`src/hw/rtl/gchs_pkg.sv`:
```
// ----------------------------------------------------------------------------
// gchs_pkg
// Shared types, constants and helpers for the grid cell hash set.
// ----------------------------------------------------------------------------
package gchs_pkg;

	localparam int TABLE_SLOTS = 4096;
	localparam int SLOT_W      = $clog2(TABLE_SLOTS);
	localparam int COORD_W     = 21;
	localparam int KEY_W       = 3 * COORD_W;
	localparam int WORD_W      = 64;
	localparam int HALF_W      = WORD_W / 2;
	localparam int LIMIT_W     = 13;
	localparam int SLOT_OUT_W  = 12;
	localparam int MIX_SHIFT   = 33;

	localparam logic [LIMIT_W-1:0] LIMIT_RESET = LIMIT_W'(3072);

	localparam logic [WORD_W-1:0] MIX_C1 = 64'hff51afd7ed558ccd;
	localparam logic [WORD_W-1:0] MIX_C2 = 64'hc4ceb9fe1a85ec53;

	localparam logic REQ_INSERT = 1'b0;
	localparam logic REQ_CLEAR  = 1'b1;

	typedef logic [KEY_W-1:0]   key_t;
	typedef logic [WORD_W-1:0]  word_t;
	typedef logic [SLOT_W-1:0]  slot_t;
	typedef logic [LIMIT_W-1:0] count_t;

	typedef enum logic [2:0] {
		H_IDLE,
		H_M0,
		H_M1,
		H_M2,
		H_M3,
		H_XS
	} hash_state_t;

	typedef enum logic [2:0] {
		S_IDLE,
		S_CLEAR,
		S_HASH,
		S_READ,
		S_CHECK
	} set_state_t;

	function automatic word_t xor_shift(input word_t v);
		return v ^ (v >> MIX_SHIFT);
	endfunction

endpackage

```
`src/hw/rtl/gchs_hash.sv`:
```
// ----------------------------------------------------------------------------
// gchs_hash
// Finalizer hash of a packed cell key on one shared 32x32 multiplier.
// ----------------------------------------------------------------------------
module gchs_hash (
	input  logic            clk,
	input  logic            arst_n,
	input  logic            start,
	input  gchs_pkg::key_t  key,
	output logic            done,
	output gchs_pkg::word_t hash
);
	import gchs_pkg::*;

	hash_state_t state_q;
	hash_state_t state_d;
	logic        round_q;
	logic        done_q;
	word_t       v_q;
	word_t       acc_q;
	word_t       prod_q;
	word_t       c_sel;
	word_t       mul_p;
	logic [HALF_W-1:0] mul_a;
	logic [HALF_W-1:0] mul_b;

	assign c_sel = round_q ? MIX_C2 : MIX_C1;
	assign mul_p = {{HALF_W{1'b0}}, mul_a} * {{HALF_W{1'b0}}, mul_b};
	assign done  = done_q;
	assign hash  = v_q;

	always_comb begin
		state_d = state_q;
		unique case (state_q)
			H_IDLE: if (start) state_d = H_M0;
			H_M0:   state_d = H_M1;
			H_M1:   state_d = H_M2;
			H_M2:   state_d = H_M3;
			H_M3:   state_d = H_XS;
			H_XS:   state_d = round_q ? H_IDLE : H_M0;
			default: state_d = H_IDLE;
		endcase
	end

	// low x low, low x high, high x low; high x high falls outside 64 bits
	always_comb begin
		mul_a = v_q[HALF_W-1:0];
		mul_b = c_sel[HALF_W-1:0];
		unique case (state_q)
			H_M1: begin
				mul_b = c_sel[WORD_W-1:HALF_W];
			end
			H_M2: begin
				mul_a = v_q[WORD_W-1:HALF_W];
			end
			default: begin
				mul_a = v_q[HALF_W-1:0];
			end
		endcase
	end

	always_ff @(posedge clk or negedge arst_n) begin
		if (!arst_n) begin
			state_q <= H_IDLE;
			round_q <= 1'b0;
			done_q  <= 1'b0;
		end else begin
			state_q <= state_d;
			done_q  <= (state_q == H_XS) && round_q;
			if (state_q == H_IDLE) begin
				round_q <= 1'b0;
			end else if (state_q == H_XS) begin
				round_q <= 1'b1;
			end
		end
	end

	always_ff @(posedge clk) begin
		unique case (state_q)
			H_IDLE: begin
				if (start) v_q <= xor_shift(WORD_W'(key));
			end
			H_M0: begin
				prod_q <= mul_p;
			end
			H_M1: begin
				acc_q  <= prod_q;
				prod_q <= mul_p;
			end
			H_M2: begin
				acc_q[WORD_W-1:HALF_W] <= acc_q[WORD_W-1:HALF_W] + prod_q[HALF_W-1:0];
				prod_q <= mul_p;
			end
			H_M3: begin
				acc_q[WORD_W-1:HALF_W] <= acc_q[WORD_W-1:HALF_W] + prod_q[HALF_W-1:0];
			end
			H_XS: begin
				v_q <= xor_shift(acc_q);
			end
			default: begin
				v_q <= v_q;
			end
		endcase
	end

endmodule

```
`config.mk`:
```
export PLATFORM = sky130hd
export DESIGN_NAME = gchs_hash
export DESIGN_NICKNAME = d
export VERILOG_FILES = /design/src/hw/rtl/gchs_pkg.sv /design/src/hw/rtl/gchs_hash.sv
export SDC_FILE = /design/constraint.sdc
export NUM_CORES = 2
export LEC_CHECK = 0
export ABC_AREA = 1
export BUFFER_PORTS_ARGS = -buffer_cell sky130_fd_sc_hd__buf_2
export CORE_MARGIN = 8
export CORE_UTILIZATION = 42
export CTS_CLUSTER_DIAMETER = 100
export DETAILED_ROUTE_END_ITERATION = 16
export MAX_ROUTING_LAYER = met4
export PLACE_DENSITY = 0.57
export REMOVE_ABC_BUFFERS = 1
export SLEW_MARGIN = 20
export SYNTH_ARGS = -nofsm -noshare
export SYNTH_HDL_FRONTEND = slang
export SYNTH_SLANG_ARGS = --single-unit
```
`constraint.sdc`:
```
create_clock -name clk -period 27.5 [get_ports clk]
set_clock_uncertainty 0.1 [all_clocks]
set_input_delay 5.5 -clock clk [delete_from_list [all_inputs] [get_ports clk]]
set_output_delay 5.5 -clock clk [all_outputs]
set_load 0.005 [all_outputs]
```
==> results.md <==
Global route:
- The via count of the first global-routing pass is 33,500.
- The global routing usage summed across all routing layers is 28.2%.
- The number of antenna violations at the first check in global routing came to 2.
- The global-route wire length before repair is 226 mm.
- Summed over all layers, the global routing overflow is 0.
- Entering global routing, the biggest net connects 73 pins.

Route:
- The total wirelength of the detailed-routed design is 152 mm.
- The number of routed nets with antenna violations is 0.
- The number of search-and-repair iterations in the first detailed-routing pass is 6.
- Detailed routing inserted a total of 33,200 vias.
- The residual DRC count is 0.
- The average wire per cell in the routed design is 23.1 um.
- Dividing the detail-routed via count by the number of cells gives 5.05.
- The first routing iteration left 3,435 violations.

Setup path:
- The worst flop-to-flop path endpoint is prod_q[40].
- The end of the critical path is prod_q[40].
- The startpoint class of the critical path is a flop.
- The cell with the biggest individual delay on the critical path is sky130_fd_sc_hd__ha_1.
- The number of cells on the worst reg-to-reg path is 31.
- The data required time of the worst path is 27.56 ns.
- The startpoint of the most critical register-to-register path is state_q[2].
- The worst setup path startpoint is state_q[2].
- The largest stage delay on the critical path is 1.03 ns.
- The category of the most critical setup path is reg -> reg.
- The setup slack of the worst register-to-register path is 17.22 ns.
- Along the worst path, the maximum fanout reaches 18.
- The endpoint kind of the worst setup timing path is a flop.
- For the worst setup path, the data arrival time is 10.34 ns.

Placed design:
- After legalization and detailed placement, the total HPWL measured 134 mm.
- The final weighted congestion of routability-driven global placement is 1.04.
- The quantity of I/O buffers inserted on ports is 130.

Finish:
- The net count of the finished layout is 6,488.
- The most common library cell in the layout ignoring fill and taps is sky130_fd_sc_hd__inv_1.
- Relative to the synthesized area, the layout overhead comes to 6.89%.
- The filler cells instantiated in the layout total 10,200.
- The top cell types in the final layout, fill and taps aside, are sky130_fd_sc_hd__inv_1 (1,402), sky130_fd_sc_hd__nand2_1 (1,223), sky130_fd_sc_hd__fa_1 (769).
- The post-route netlist has 6.00% of its cells at a drive strength greater than 1.

Logic synthesis:
- The count of flip-flops with a built-in enable after synthesis is 192.
- The synthesized design contains 197 register bits.
- The total standard cell area after synthesis is 42,400 um^2.
- The dominant combinational cell family by area after synthesis is adder cells.
- The fraction of synthesized cell area in xor and xnor cells is 3.62%.
- In the synthesized netlist the async set-or-reset flop fraction comes to 2.54%.
- Summing the areas of all fa, ha and maj instances in the mapped netlist gives 48.1% of the synthesized area.
- Multiplexer cells account for 0% of the synthesized area.
- After Yosys synthesis, and, or, nand and nor cells account for 16.8% of the synthesized area.
- The synthesized area per cell is 8.23 um^2.
- Synthesis produced a netlist whose cell count is 5,144.
- The sequential cell area fraction in the yosys report is 13.9%.
- The number of distinct library cell variants in the gate-level netlist after synthesis is 43.
- Among all flip-flop cells after synthesis, the most frequent one is sky130_fd_sc_hd__edfxtp_1.
- Summing the areas of all compound-gate instances in the mapped netlist gives 3.83% of the synthesized area.
- The Yosys step of the flow raised 0 warnings.

Clocking:
- The number of cells upsized or downsized after cts is 0.
- The post-CTS repair timing setup buffer count is 0.
- The number of levels in the clock H-tree is 4.
- After clock tree synthesis, the flow added hold-fix buffers numbering 0.
- In this run the deepest clock path goes through 2 buffers.
- Clock tree synthesis selected as its root buffer the cell sky130_fd_sc_hd__clkbuf_16.
- The clock reaches the later pin of the worst-skew pair after 0.46 ns.
- The clock tree from TritonCTS is built.
- The clock slew seen by the registers of the worst setup and hold paths is 0.08 ns.
- CTS saw 197 sinks.
- The clock buffer count from CTS is 17.

Timing:
- The final count of negative-setup-slack endpoints is 0.
- The total count of max-transition violations in the final report is 0.
- Setup repair after global routing left no endpoint under its margin.
- The transition at the pin with the smallest max-transition slack is 1.13 ns.
- The final number of hold-violating endpoints is 0.
- The worst path needs 10.28 ns of the cycle, external delays included.
- Setup total negative slack on the finished layout was measured at 0 ns.
- The portion of the clock cycle consumed by the worst path in the final layout is 37.4%.
- Static timing analysis puts the maximum clock frequency at 97.3 MHz.
- Headroom to the max-slew limit came out at 24.1%.

Job:
- The number of max-cap violations is 0.

Min path:
- The type of the most critical hold path is reg -> reg.

Floorplanning:
- The I/O pin count is 131.
- The floorplan step set the die width to 334 um.
- In this run the core area contains 116 standard-cell rows.
- The area of the die is 111,000 um^2.
- The starting density of the core is 42.4%.
- The height of the chip is 334 um.
- The floorplan step defined a core boundary enclosing 100,000 um^2.

Status:
- The flow ran to the end, and the final reports show no timing, DRC or antenna violations.
## kinds of logic after synthesis
group	Yosys count
compound gates	274
xor+xnor	175
fa+ha+maj	1168
buf+inv	1524
flops	197
other cells	1
simple gates	1805
## worst min path at each step
| stage | endpoint | cells after the start | from |
|---|---|---|---|
| 2_1_floorplan | acc_q[0] | 0 | prod_q[0] |
| 3_3_place_gp | acc_q[0] | 0 | prod_q[0] |
| 3_5_place_dp | acc_q[0] | 0 | prod_q[0] |
| 4_1_cts | acc_q[0] | 0 | prod_q[0] |
| 5_1_grt | acc_q[0] | 0 | prod_q[0] |
| 6_report | acc_q[10] | 0 | prod_q[10] |
## synth_stat cells, types with 26 or more instances
master / number / area, um^2
sky130_fd_sc_hd__inv_1: 1404 / 5270
sky130_fd_sc_hd__nand2_1: 1224 / 4590
sky130_fd_sc_hd__fa_1: 769 / 15400
sky130_fd_sc_hd__ha_1: 399 / 4990
sky130_fd_sc_hd__nor2_1: 395 / 1480
sky130_fd_sc_hd__edfxtp_1: 192 / 5770
sky130_fd_sc_hd__xor2_1: 115 / 1010
sky130_fd_sc_hd__nand3_1: 97 / 485
sky130_fd_sc_hd__o21ai_0: 89 / 445
sky130_fd_sc_hd__a21oi_1: 80 / 400
sky130_fd_sc_hd__xnor2_1: 60 / 526
sky130_fd_sc_hd__clkbuf_1: 56 / 210
sky130_fd_sc_hd__o21bai_1: 47 / 353
sky130_fd_sc_hd__inv_2: 26 / 97.6
## final cells by class
| class | instances | area [um^2] | area share (%) |
|---|---|---|---|
| timing repair buffer | 179 | 1020 | 2.25 |
| inverter | 1436 | 5400 | 11.9 |
| sequential | 197 | 5890 | 13.0 |
| multi-input combinational | 3423 | 30700 | 67.8 |
| antenna | 2 | 5.00 | 0.0111 |
| clock inverter | 14 | 193 | 0.426 |
| tap | 1298 | 1620 | 3.59 |
| clock buffer | 18 | 439 | 0.970 |
## state kept, by name, indices dropped and copies added, names as in the netlist
register  cells
round_q       1
acc_q        64
prod_q       64
state_q       3
hash         64
done          1
## critical path: cells and delay by family, from the launching register on
kind	cells	cell delay, ns
fa+ha+maj	10	5.12
buf+inv	8	1.93
simple gates	10	1.61
compound gates	2	0.54
flops	1	0.49
xor+xnor	1	0.10
## through the flow
step | util, % | cell area, um^2 | setup WS, ns | cells | hold slack (ns)
3_5_place_dp | 44.6 | 44600 | 17.42 | 6533 | 0.365
4_1_cts | 45.3 | 45300 | 17.40 | 6565 | 0.382
2_1_floorplan | - | 42000 | 15.16 | 5056 | 0.331
6_report | 45.3 | 45300 | 17.22 | 6567 | 0.383
5_1_grt | 45.3 | 45300 | 16.81 | 6566 | 0.393
3_3_place_gp | 44.6 | 44600 | 17.07 | 6533 | 0.369
## routing by layer
metal / vias up / routed length, um / global-route usage (%) / part of all wire, %
met5: - / 0 / - / 0
met4: 0 / 5630 / 8.28 / 3.7
met3: 209 / 13000 / 4.69 / 8.6
met2: 1389 / 66400 / 41.7 / 44
met1: 16300 / 67000 / 39.8 / 44
li1: 15300 / - / - / -
Power is not shown: default switching activity piles up to over one toggle a cycle in this logic, so the estimate is an artifact.
